$ cat src/rtl/masonry_shortest_track_placer_defines.svh
// assertion macros for the masonry shortest track placer
`ifndef MASONRY_SHORTEST_TRACK_PLACER_DEFINES_SVH
`define MASONRY_SHORTEST_TRACK_PLACER_DEFINES_SVH
`ifndef NO_ASSERTIONS
`define MSTP_ASSERT(lbl, prop, msg) \
  lbl: assert property (@(posedge clk_i) disable iff (!rst_ni) prop) else $error(msg);
`define MSTP_ASSERT_NEXT(lbl, pre, post, msg) \
  lbl: assert property (@(posedge clk_i) disable iff (!rst_ni) pre |=> post) else $error(msg);
`else
`define MSTP_ASSERT(lbl, prop, msg)
`define MSTP_ASSERT_NEXT(lbl, pre, post, msg)
`endif
`endif

$ cat src/rtl/mstp_pkg.sv
// types, constants and codes shared by the masonry placer modules
package mstp_pkg;

  localparam int MAX_TRACKS    = 16;
  localparam int FRACTION_BITS = 8;
  localparam int COORD_W       = 16 + FRACTION_BITS;
  localparam int REL_W         = 17;
  localparam int REL_FRAC      = 16;
  localparam int PROD_W        = REL_W + COORD_W;
  localparam int TRACK_IDX_W   = (MAX_TRACKS > 1) ? $clog2(MAX_TRACKS) : 1;
  localparam int TRACK_CNT_W   = $clog2(MAX_TRACKS + 1);
  localparam int COUNT_REG_W   = 5;
  localparam int DIR_W         = 3;
  localparam int CFG_IDX_W     = 2;
  localparam int CFG_DATA_W    = COORD_W;
  localparam int MUL_SEL_W     = 2;

  localparam logic [CFG_IDX_W-1:0] CFG_TRACK_COUNT = 2'd0;
  localparam logic [CFG_IDX_W-1:0] CFG_FLOW_DIR    = 2'd1;
  localparam logic [CFG_IDX_W-1:0] CFG_AREA_WIDTH  = 2'd2;
  localparam logic [CFG_IDX_W-1:0] CFG_AREA_HEIGHT = 2'd3;

  localparam logic [DIR_W-1:0] DIR_DOWN  = 3'd0;
  localparam logic [DIR_W-1:0] DIR_UP    = 3'd1;
  localparam logic [DIR_W-1:0] DIR_RIGHT = 3'd2;
  localparam logic [DIR_W-1:0] DIR_LEFT  = 3'd3;
  localparam logic [DIR_W-1:0] DIR_NONE  = 3'd4;

  localparam logic [MUL_SEL_W-1:0] MUL_MAIN  = 2'd0;
  localparam logic [MUL_SEL_W-1:0] MUL_CROSS = 2'd1;
  localparam logic [MUL_SEL_W-1:0] MUL_POS   = 2'd2;

  typedef struct packed {
    logic             new_pass;
    logic [REL_W-1:0] rel_width;
    logic [REL_W-1:0] rel_height;
  } in_req_t;

  typedef struct packed {
    logic               placed;
    logic [COORD_W-1:0] rect_x;
    logic [COORD_W-1:0] rect_y;
    logic [COORD_W-1:0] rect_width;
    logic [COORD_W-1:0] rect_height;
  } out_req_t;

  typedef struct packed {
    logic                 load;
    logic [MUL_SEL_W-1:0] mul_sel;
    logic                 cap_main;
    logic                 scan_step;
    logic                 cap_other;
    logic                 cap_cross;
    logic                 store;
  } cmd_t;

  typedef struct packed {
    logic scan_last;
    logic div_done;
  } sts_t;

endpackage

$ cat src/rtl/mstp_div.sv
// restoring divider, one quotient bit per cycle, for the track size
module mstp_div (
  input  logic                           clk_i,
  input  logic                           rst_ni,
  input  logic                           start_i,
  input  logic [mstp_pkg::COORD_W-1:0]     dividend_i,
  input  logic [mstp_pkg::TRACK_CNT_W-1:0] divisor_i,
  output logic                           busy_o,
  output logic [mstp_pkg::COORD_W-1:0]     quotient_o
);
  import mstp_pkg::*;

  localparam int STEP_W = $clog2(COORD_W + 1);

  logic                   busy_q;
  logic [STEP_W-1:0]      cnt_q;
  logic [COORD_W-1:0]     quo_q;
  logic [TRACK_CNT_W-1:0] rem_q;
  logic [TRACK_CNT_W-1:0] dsr_q;
  logic [TRACK_CNT_W:0]   shifted;
  logic [TRACK_CNT_W:0]   diff;
  logic                   ge;
  logic [TRACK_CNT_W-1:0] rem_d;
  logic [COORD_W-1:0]     quo_d;

  always_comb begin
    shifted = {rem_q, quo_q[COORD_W-1]};
    ge      = shifted >= {1'b0, dsr_q};
    diff    = shifted - {1'b0, dsr_q};
    rem_d   = ge ? diff[TRACK_CNT_W-1:0] : shifted[TRACK_CNT_W-1:0];
    quo_d   = {quo_q[COORD_W-2:0], ge};
  end

  always_ff @(posedge clk_i or negedge rst_ni) begin
    if (!rst_ni) begin
      busy_q <= 1'b0;
      cnt_q  <= '0;
    end else if (start_i) begin
      busy_q <= 1'b1;
      cnt_q  <= STEP_W'(COORD_W);
    end else if (busy_q) begin
      cnt_q <= cnt_q - STEP_W'(1);
      if (cnt_q == STEP_W'(1)) begin
        busy_q <= 1'b0;
      end
    end
  end

  always_ff @(posedge clk_i) begin
    if (start_i) begin
      quo_q <= dividend_i;
      rem_q <= '0;
      dsr_q <= divisor_i;
    end else if (busy_q) begin
      quo_q <= quo_d;
      rem_q <= rem_d;
    end
  end

  assign busy_o     = busy_q;
  assign quotient_o = quo_q;

endmodule

$ cat src/rtl/mstp_datapath.sv
// configuration, track fills, shared multiplier, fill scan and result register
module mstp_datapath (
  input  logic                          clk_i,
  input  logic                          rst_ni,
  input  logic                          cfg_we_i,
  input  logic [mstp_pkg::CFG_IDX_W-1:0]  cfg_idx_i,
  input  logic [mstp_pkg::CFG_DATA_W-1:0] cfg_data_i,
  input  mstp_pkg::in_req_t             in_req_i,
  input  mstp_pkg::cmd_t                cmd_i,
  output mstp_pkg::sts_t                sts_o,
  output mstp_pkg::out_req_t            out_req_o
);
  import mstp_pkg::*;

  localparam int SCALED_W = PROD_W - REL_FRAC;

  logic [COUNT_REG_W-1:0] track_count_q;
  logic [DIR_W-1:0]       flow_dir_q;
  logic [COORD_W-1:0]     area_w_q;
  logic [COORD_W-1:0]     area_h_q;

  logic [DIR_W-1:0]       dir_eff;
  logic                   vertical;
  logic [TRACK_CNT_W-1:0] tracks_eff;
  logic [COORD_W-1:0]     cross_ext;
  logic [COORD_W-1:0]     main_ext;

  in_req_t                item_q;
  logic [COORD_W-1:0]     fill_q [MAX_TRACKS];

  logic [REL_W-1:0]       op_a;
  logic [COORD_W-1:0]     op_b;
  logic [PROD_W-1:0]      prod_q;
  logic [SCALED_W-1:0]    scaled;
  logic [COORD_W-1:0]     sat_size;

  logic [COORD_W-1:0]     imain_q;
  logic [COORD_W-1:0]     other_q;
  logic [COORD_W-1:0]     cross_q;

  logic [TRACK_IDX_W-1:0] idx_q;
  logic                   found_q;
  logic [TRACK_IDX_W-1:0] best_idx_q;
  logic [COORD_W-1:0]     best_fill_q;
  logic [COORD_W-1:0]     fill_rd;
  logic [COORD_W:0]       fit_sum;
  logic                   fits;
  logic                   better;

  logic                   div_busy;
  logic [COORD_W-1:0]     tsize;

  logic [COORD_W-1:0]     far_pos;
  logic [COORD_W-1:0]     item_w;
  logic [COORD_W-1:0]     item_h;
  out_req_t               out_d;
  out_req_t               out_q;

  // configuration registers
  always_ff @(posedge clk_i or negedge rst_ni) begin
    if (!rst_ni) begin
      track_count_q <= COUNT_REG_W'(1);
      flow_dir_q    <= DIR_DOWN;
      area_w_q      <= '0;
      area_h_q      <= '0;
    end else if (cfg_we_i) begin
      case (cfg_idx_i)
        CFG_TRACK_COUNT: track_count_q <= cfg_data_i[COUNT_REG_W-1:0];
        CFG_FLOW_DIR:    flow_dir_q    <= cfg_data_i[DIR_W-1:0];
        CFG_AREA_WIDTH:  area_w_q      <= cfg_data_i[COORD_W-1:0];
        CFG_AREA_HEIGHT: area_h_q      <= cfg_data_i[COORD_W-1:0];
        default: ;
      endcase
    end
  end

  always_comb begin
    dir_eff  = (flow_dir_q > DIR_NONE) ? DIR_NONE : flow_dir_q;
    vertical = (dir_eff == DIR_DOWN) || (dir_eff == DIR_UP);
    if (track_count_q == '0) begin
      tracks_eff = TRACK_CNT_W'(1);
    end else if (int'(track_count_q) > MAX_TRACKS) begin
      tracks_eff = TRACK_CNT_W'(MAX_TRACKS);
    end else begin
      tracks_eff = TRACK_CNT_W'(track_count_q);
    end
    cross_ext = vertical ? area_w_q : area_h_q;
    main_ext  = vertical ? area_h_q : area_w_q;
  end

  mstp_div u_div (
    .clk_i      (clk_i),
    .rst_ni     (rst_ni),
    .start_i    (cmd_i.load),
    .dividend_i (cross_ext),
    .divisor_i  (tracks_eff),
    .busy_o     (div_busy),
    .quotient_o (tsize)
  );

  always_ff @(posedge clk_i) begin
    if (cmd_i.load) begin
      item_q <= in_req_i;
    end
  end

  // shared multiplier
  always_comb begin
    case (cmd_i.mul_sel)
      MUL_MAIN: begin
        op_a = vertical ? item_q.rel_height : item_q.rel_width;
        op_b = main_ext;
      end
      MUL_CROSS: begin
        op_a = vertical ? item_q.rel_width : item_q.rel_height;
        op_b = tsize;
      end
      MUL_POS: begin
        op_a = REL_W'(best_idx_q);
        op_b = tsize;
      end
      default: begin
        op_a = '0;
        op_b = '0;
      end
    endcase
  end

  always_ff @(posedge clk_i) begin
    prod_q <= PROD_W'(op_a) * PROD_W'(op_b);
  end

  always_comb begin
    scaled   = prod_q[PROD_W-1:REL_FRAC];
    sat_size = ((scaled >> COORD_W) != '0) ? '1 : scaled[COORD_W-1:0];
  end

  always_ff @(posedge clk_i) begin
    if (cmd_i.cap_main) begin
      imain_q <= sat_size;
    end
    if (cmd_i.cap_other) begin
      other_q <= sat_size;
    end
    if (cmd_i.cap_cross) begin
      cross_q <= prod_q[COORD_W-1:0];
    end
  end

  // fill scan
  always_comb begin
    fill_rd = fill_q[idx_q];
    fit_sum = {1'b0, fill_rd} + {1'b0, imain_q};
    fits    = fit_sum <= {1'b0, main_ext};
    better  = !found_q || (fill_rd < best_fill_q);
  end

  always_ff @(posedge clk_i or negedge rst_ni) begin
    if (!rst_ni) begin
      idx_q      <= '0;
      found_q    <= 1'b0;
      best_idx_q <= '0;
    end else if (cmd_i.cap_main) begin
      idx_q   <= '0;
      found_q <= 1'b0;
    end else if (cmd_i.scan_step) begin
      idx_q <= idx_q + TRACK_IDX_W'(1);
      if (fits && better) begin
        found_q    <= 1'b1;
        best_idx_q <= idx_q;
      end
    end
  end

  always_ff @(posedge clk_i) begin
    if (cmd_i.scan_step && fits && better) begin
      best_fill_q <= fill_rd;
    end
  end

  always_ff @(posedge clk_i or negedge rst_ni) begin
    if (!rst_ni) begin
      for (int i = 0; i < MAX_TRACKS; i++) begin
        fill_q[i] <= '0;
      end
    end else if (cmd_i.load && in_req_i.new_pass) begin
      for (int i = 0; i < MAX_TRACKS; i++) begin
        fill_q[i] <= '0;
      end
    end else if (cmd_i.store && found_q) begin
      fill_q[best_idx_q] <= best_fill_q + imain_q;
    end
  end

  // result
  always_comb begin
    far_pos = main_ext - best_fill_q - imain_q;
    item_w  = vertical ? other_q : imain_q;
    item_h  = vertical ? imain_q : other_q;
    out_d   = '0;
    if (found_q) begin
      out_d.placed = 1'b1;
      case (dir_eff)
        DIR_DOWN: begin
          out_d.rect_x      = cross_q;
          out_d.rect_y      = best_fill_q;
          out_d.rect_width  = item_w;
          out_d.rect_height = item_h;
        end
        DIR_UP: begin
          out_d.rect_x      = cross_q;
          out_d.rect_y      = far_pos;
          out_d.rect_width  = item_w;
          out_d.rect_height = item_h;
        end
        DIR_RIGHT: begin
          out_d.rect_x      = best_fill_q;
          out_d.rect_y      = cross_q;
          out_d.rect_width  = item_w;
          out_d.rect_height = item_h;
        end
        DIR_LEFT: begin
          out_d.rect_x      = far_pos;
          out_d.rect_y      = cross_q;
          out_d.rect_width  = item_w;
          out_d.rect_height = item_h;
        end
        default: ;
      endcase
    end
  end

  always_ff @(posedge clk_i) begin
    if (cmd_i.store) begin
      out_q <= out_d;
    end
  end

  assign sts_o.scan_last = (TRACK_CNT_W'(idx_q) == (tracks_eff - TRACK_CNT_W'(1)));
  assign sts_o.div_done  = !div_busy;
  assign out_req_o       = out_q;

endmodule

$ cat src/rtl/mstp_ctrl.sv
// sequencer for one placement request and the handshake flags
module mstp_ctrl (
  input  logic           clk_i,
  input  logic           rst_ni,
  input  logic           in_valid_i,
  output logic           in_stall_o,
  output logic           out_valid_o,
  input  logic           out_stall_i,
  input  mstp_pkg::sts_t sts_i,
  output mstp_pkg::cmd_t cmd_o
);
  import mstp_pkg::*;

  localparam logic [2:0] S_IDLE     = 3'd0;
  localparam logic [2:0] S_MUL_MAIN = 3'd1;
  localparam logic [2:0] S_CAP_MAIN = 3'd2;
  localparam logic [2:0] S_SCAN     = 3'd3;
  localparam logic [2:0] S_WAIT_DIV = 3'd4;
  localparam logic [2:0] S_MUL_POS  = 3'd5;
  localparam logic [2:0] S_CAP_POS  = 3'd6;
  localparam logic [2:0] S_STORE    = 3'd7;

  logic [2:0] state_q;
  logic [2:0] state_d;
  logic       out_valid_q;
  logic       out_valid_d;
  logic       slot_free;

  assign slot_free = !out_valid_q || !out_stall_i;

  always_comb begin
    state_d = state_q;
    cmd_o   = '0;
    cmd_o.mul_sel = MUL_MAIN;
    case (state_q)
      S_IDLE: begin
        if (in_valid_i) begin
          cmd_o.load = 1'b1;
          state_d    = S_MUL_MAIN;
        end
      end
      S_MUL_MAIN: begin
        cmd_o.mul_sel = MUL_MAIN;
        state_d       = S_CAP_MAIN;
      end
      S_CAP_MAIN: begin
        cmd_o.cap_main = 1'b1;
        state_d        = S_SCAN;
      end
      S_SCAN: begin
        cmd_o.scan_step = 1'b1;
        if (sts_i.scan_last) begin
          state_d = S_WAIT_DIV;
        end
      end
      S_WAIT_DIV: begin
        cmd_o.mul_sel = MUL_CROSS;
        if (sts_i.div_done) begin
          state_d = S_MUL_POS;
        end
      end
      S_MUL_POS: begin
        cmd_o.cap_other = 1'b1;
        cmd_o.mul_sel   = MUL_POS;
        state_d         = S_CAP_POS;
      end
      S_CAP_POS: begin
        cmd_o.cap_cross = 1'b1;
        state_d         = S_STORE;
      end
      S_STORE: begin
        if (slot_free) begin
          cmd_o.store = 1'b1;
          state_d     = S_IDLE;
        end
      end
      default: begin
        state_d = S_IDLE;
      end
    endcase
  end

  assign out_valid_d = cmd_o.store ? 1'b1 : (out_valid_q && out_stall_i);

  always_ff @(posedge clk_i or negedge rst_ni) begin
    if (!rst_ni) begin
      state_q     <= S_IDLE;
      out_valid_q <= 1'b0;
    end else begin
      state_q     <= state_d;
      out_valid_q <= out_valid_d;
    end
  end

  assign in_stall_o  = (state_q != S_IDLE);
  assign out_valid_o = out_valid_q;

endmodule

$ cat src/rtl/masonry_shortest_track_placer.sv
// top level of the masonry shortest track placer
//
//   port group   direction  handshake               content
//   cfg          in         cfg_we_i                cfg_idx_i, cfg_data_i
//   in           in         in_valid_i / in_stall_o  in_req_i (new_pass, rel sizes)
//   out          out        out_valid_o / out_stall_i out_req_o (placed, rectangle)
//
// the 24-step track size divider, started on acceptance, is the longest step of a
// request; the scan over up to 16 track fills runs under it
// asynchronous active-low reset clears configuration, track fills and control
// a new request is taken while an earlier result still waits in the output register
// a stalled output holds its result and the next result waits for the slot
`include "masonry_shortest_track_placer_defines.svh"
module masonry_shortest_track_placer (
  input  logic                          clk_i,
  input  logic                          rst_ni,
  input  logic                          cfg_we_i,
  input  logic [mstp_pkg::CFG_IDX_W-1:0]  cfg_idx_i,
  input  logic [mstp_pkg::CFG_DATA_W-1:0] cfg_data_i,
  input  logic                          in_valid_i,
  output logic                          in_stall_o,
  input  mstp_pkg::in_req_t             in_req_i,
  output logic                          out_valid_o,
  input  logic                          out_stall_i,
  output mstp_pkg::out_req_t            out_req_o
);
  import mstp_pkg::*;

  cmd_t cmd;
  sts_t sts;

  mstp_ctrl u_ctrl (
    .clk_i       (clk_i),
    .rst_ni      (rst_ni),
    .in_valid_i  (in_valid_i),
    .in_stall_o  (in_stall_o),
    .out_valid_o (out_valid_o),
    .out_stall_i (out_stall_i),
    .sts_i       (sts),
    .cmd_o       (cmd)
  );

  mstp_datapath u_datapath (
    .clk_i      (clk_i),
    .rst_ni     (rst_ni),
    .cfg_we_i   (cfg_we_i),
    .cfg_idx_i  (cfg_idx_i),
    .cfg_data_i (cfg_data_i),
    .in_req_i   (in_req_i),
    .cmd_i      (cmd),
    .sts_o      (sts),
    .out_req_o  (out_req_o)
  );

  `MSTP_ASSERT_NEXT(a_busy_after_accept, in_valid_i && !in_stall_o, in_stall_o, "accepted request did not make the block busy")
  `MSTP_ASSERT(a_store_slot_free, cmd.store |-> !(out_valid_o && out_stall_i), "result stored over a stalled result")
  `MSTP_ASSERT_NEXT(a_div_started, cmd.load, !sts.div_done, "divider not busy after load")
  `MSTP_ASSERT(a_unplaced_zero, (out_valid_o && !out_req_o.placed) |-> ((out_req_o.rect_x == '0) && (out_req_o.rect_y == '0) && (out_req_o.rect_width == '0) && (out_req_o.rect_height == '0)), "unplaced result has a nonzero rectangle")

endmodule

$ cat config.mk
export PLATFORM = sky130hd
export DESIGN_NAME = masonry_shortest_track_placer
export DESIGN_NICKNAME = d
export VERILOG_FILES = /design/src/rtl/mstp_pkg.sv /design/src/rtl/mstp_div.sv /design/src/rtl/mstp_datapath.sv /design/src/rtl/mstp_ctrl.sv /design/src/rtl/masonry_shortest_track_placer.sv
export VERILOG_INCLUDE_DIRS = /design/src /design/src/rtl
export SDC_FILE = /design/constraint.sdc
export NUM_CORES = 2
export LEC_CHECK = 0
export BUFFER_PORTS_ARGS = -buffer_cell sky130_fd_sc_hd__clkbuf_2
export CAP_MARGIN = 15
export CORE_ASPECT_RATIO = 0.75
export CORE_UTILIZATION = 26
export DETAILED_ROUTE_END_ITERATION = 10
export GPL_ROUTABILITY_DRIVEN = 0
export GPL_TIMING_DRIVEN = 0
export PLACE_DENSITY = 0.5
export SETUP_SLACK_MARGIN = 0.02
export SLEW_MARGIN = 20
export SYNTH_ARGS = -nofsm -noshare
export SYNTH_HDL_FRONTEND = slang
export SYNTH_SLANG_ARGS = --single-unit
$ cat constraint.sdc
create_clock -name clk_i -period 9.1 [get_ports clk_i]
set_input_delay 1.82 -clock clk_i [delete_from_list [all_inputs] [get_ports clk_i]]
set_output_delay 1.82 -clock clk_i [all_outputs]
set_load 0.005 [all_outputs]
==> flow_summary_export.csv <==
group,metric,value,unit
cts,cts_sinks,761,
cts,clkTransAtPathRegs,0.07,ns
logic_synthesis,synth_nets,5532,
grt,met2_usage,0.268,
floorplan,initial_core_util,0.262,
finish,areaGrowthSynthToFinish,16.2,%
detailed_routing,antenna_left,0,
logic_synthesis,ys_async_sr_fraction,0.603,
timing,slew_violations,0,
worst_setup_path,end_kind,"flip-flop",
worst_setup_path,critPathLaunch,"u_datapath.flow_dir_q[1]",
worst_setup_path,path_max_fanout,10,
cts,cts_tree,"yes",
floorplan,num_rows,140,
logic_synthesis,synth-edff-count,256,
grt,busiest_layer,"met1",
floorplan,die-area,197000,sq um
logic_synthesis,synth-seq-cells,761,
timing,fin_crit_sh,0.983,
grt,grt_first_pass_wirelength,277,mm
detailed_routing,wl_per_cell,25.0,um
worst_setup_path,r2r_start,"u_datapath.flow_dir_q[1]",
timing,finalSetupViolations,0,
timing,hold_viol,0,
logic_synthesis,yosys_warnings,0,
worst_setup_path,crit_buf_inv,7,
cts,cts_made_buffers,88,
detailed_routing,vias_per_cell,5.18,
timing,worst_slack,0.152,ns
worst_setup_path,crit_top_cell,"fa_1",
min_path,min_from,"u_datapath.prod_q[15]",
timing,timing.final.crit_period,8.95,ns
detailed_routing,vias,40200,
worst_setup_path,reg2reg_setup_slack,0.15,ns
grt,grt_start_max_net_pins,86,
cts,htree_levels,3,
floorplan,io_pins,165,
worst_setup_path,cp_slowest_cell,"clkbuf_1",
floorplan,die_h,385,um
grt,met1_usage,0.291,
worst_setup_path,crit_type,"flip-flop to flip-flop",
timing,fin_skew,0.0519,ns
worst_setup_path,cp-start-kind,"flip-flop",
worst_setup_path,worstPathRequired,9.72,ns
logic_synthesis,synth.avg_cell_area,10.5,sq um
finish,nFillCells,20100,
worst_setup_path,slowest_delay,0.64,ns
worst_setup_path,critPathTopFamily,"adder cells",
timing,fmax,112,MHz
cts,cts-root-buf,"clkbuf_16",
detailed_routing,drc_errors,0,
place,hpwl,152,mm
place,place_ws,-2.58,ns
timing,rsz0062_at_grt,"true",
cts,holdBufCountCts,0,
logic_synthesis,yosysSeqAreaShare,0.396,
finish,drive_gt1_frac,0.135,
cts,clock_latency,0.73,ns
logic_synthesis,synth_cells,4844,
logic_synthesis,synth.cell_area,50800,sq um
detailed_routing,wl,193,mm
min_path,worstHoldPathType,"flip-flop to flip-flop",
cts,clock_path_buffers,3,
outcome,status,"complete, no violations",
grt,grtUsageTotal,0.193,
floorplan,core,194000,sq um
grt,grt_overflow,0,
timing,tightest_slew,1.19,ns
floorplan,dieWidth,512,um
worst_setup_path,cp.arrival,9.56,ns
job,cap_viol_max_count,0,
logic_synthesis,ys.flop_type,"dfrtp_1",
grt,antenna_found_initial,17,
grt,grtUsageMet3,0.0550,
grt,grt_pass1_vias,38900,
logic_synthesis,synth_cell_types,79,
timing,maxSlewHeadroom,0.207,
detailed_routing,dr.pass1.iters,8,
place,port_buffers,164,
finish,nNetsFinal,5815,
detailed_routing,drt-initial-drc-count,4835,
cells in the mapped netlist, types with 63 or more instances:
cell        n  area share
ha_1      267       0.066
dfrtp_1   458        0.23
edfxtp_1  256        0.15
mux2_2     65       0.014
xnor2_1    63       0.011
inv_1     489       0.036
clkbuf_1  253       0.019
mux2i_1   136       0.027
nand2_1   327       0.024
o21ai_1   436       0.043
nand3_1   393       0.039
fa_1      355        0.14
nor2_1    355       0.026
a21oi_1   158       0.016
mux4_2    118       0.052
metal layers:
| metal | vias up | routed length [um] |
|---|---|---|
| met5 | - | 101 |
| met4 | 14 | 4050 |
| met3 | 274 | 21400 |
| met2 | 1996 | 78700 |
| met1 | 20600 | 89200 |
| li1 | 17300 | - |
timing repair:
item / CTS / global route
resized for setup: 118 / 93
endpoints found under the setup margin: 29 / 33
endpoints found under the hold margin: 0 / 0
gates cloned: 0 / 0
pin swaps: 3 / 4
buffers inserted: 1 / 12
cell type report:
cell class / count / area (sq um) / share of cell area
buffer: 290 / 1260 / 0.0213
inverter: 503 / 1900 / 0.0321
clock inverter: 40 / 514 / 0.00871
sequential: 761 / 20100 / 0.340
antenna: 1 / 2.50 / 0.0000424
clock buffer: 116 / 2420 / 0.0410
tap: 2556 / 3200 / 0.0542
timing repair buffer: 195 / 1360 / 0.0230
multi-input combinational: 3288 / 28300 / 0.479
worst register-to-register path, stage by stage (launching register included):
cell	delay, ns
dfrtp_1	0.36
clkbuf_1	0.29
nor2_4	0.29
buf_4	0.30
buf_6	0.27
buf_6	0.27
mux2i_1	0.27
o22a_1	0.25
clkbuf_1	0.65
nor3_1	0.14
fa_1	0.52
inv_1	0.06
fa_1	0.53
inv_1	0.05
fa_1	0.50
fa_1	0.59
fa_1	0.45
fa_1	0.58
ha_1	0.35
a211oi_1	0.39
and3_1	0.24
nand3_2	0.20
a311oi_4	0.49
o32ai_2	0.22
a211o_1	0.29
a21oi_1	0.18
xnor2_1	0.14
final timing paths:
path | to | depth (start not counted)
setup / recovery | u_datapath.prod_q[39] | 26
hold / removal | u_datapath.cross_q[15] | 0
setup reg to reg | u_datapath.prod_q[39] | 26
hold reg to reg | u_datapath.cross_q[15] | 0
max in group asynchronous | u_datapath.fill_q[341] | 4
min in group asynchronous | u_datapath.fill_q[140] | 1
through the flow:
step / util / cells / TNS [ns] / hold slack, ns / instance area, sq um
3_5_place_dp: 0.285 / 7582 / -44.46 / 0.389 / 55300
3_3_place_gp: 0.282 / 7564 / -4011.25 / 0.391 / 54800
2_1_floorplan: - / 4844 / 0 / 0.386 / 50800
4_1_cts: 0.302 / 7739 / 0 / 0.402 / 58700
5_1_grt: 0.304 / 7750 / -0.0784 / 0.405 / 59000
6_report: 0.304 / 7750 / 0 / 0.399 / 59000
sequential cells by signal (all words and copies together) (netlist names), 4 cells and up:
register,count
u_datapath.fill_q,384
u_datapath.out_req_o,97
u_datapath.prod_q,41
u_datapath.item_q,34
u_datapath.area_h_q,24
u_datapath.area_w_q,24
u_datapath.best_fill_q,24
u_datapath.cross_q,24
u_datapath.imain_q,24
u_datapath.other_q,24
u_datapath.u_div.quotient_o,24
u_datapath.track_count_q,5
u_datapath.u_div.cnt_q,5
u_datapath.u_div.dsr_q,5
u_datapath.u_div.rem_q,5
u_datapath.best_idx_q,4
u_datapath.idx_q,4
kinds of logic after synthesis:
family                   after synthesis  share of synthesized area
AO/OA/AOI/OAI                        881                      0.102
AND/OR/NAND/NOR                     1353                      0.124
buffers and inverters                795                     0.0590
XOR/XNOR                             103                     0.0178
flip-flops                           761                      0.396
adder cells (fa/ha/maj)              623                      0.206
multiplexers                         328                     0.0963
cells in the final DEF (no fill, tap or decap), types with 191 or more instances in the layout:
master    Yosys  routed
edfxtp_1    256     256
ha_1        267     266
inv_1       489     488
dfrtp_1     458     458
fa_1        355     354
o21ai_1     436     436
nand3_1     393     392
clkbuf_2      0     191
nor2_1      355     340
nand2_1     327     327
clkbuf_1    253     226
Power is left out: the tool's default activity adds up to more than one toggle a clock period on the data nets, which glitch-free logic cannot reach.
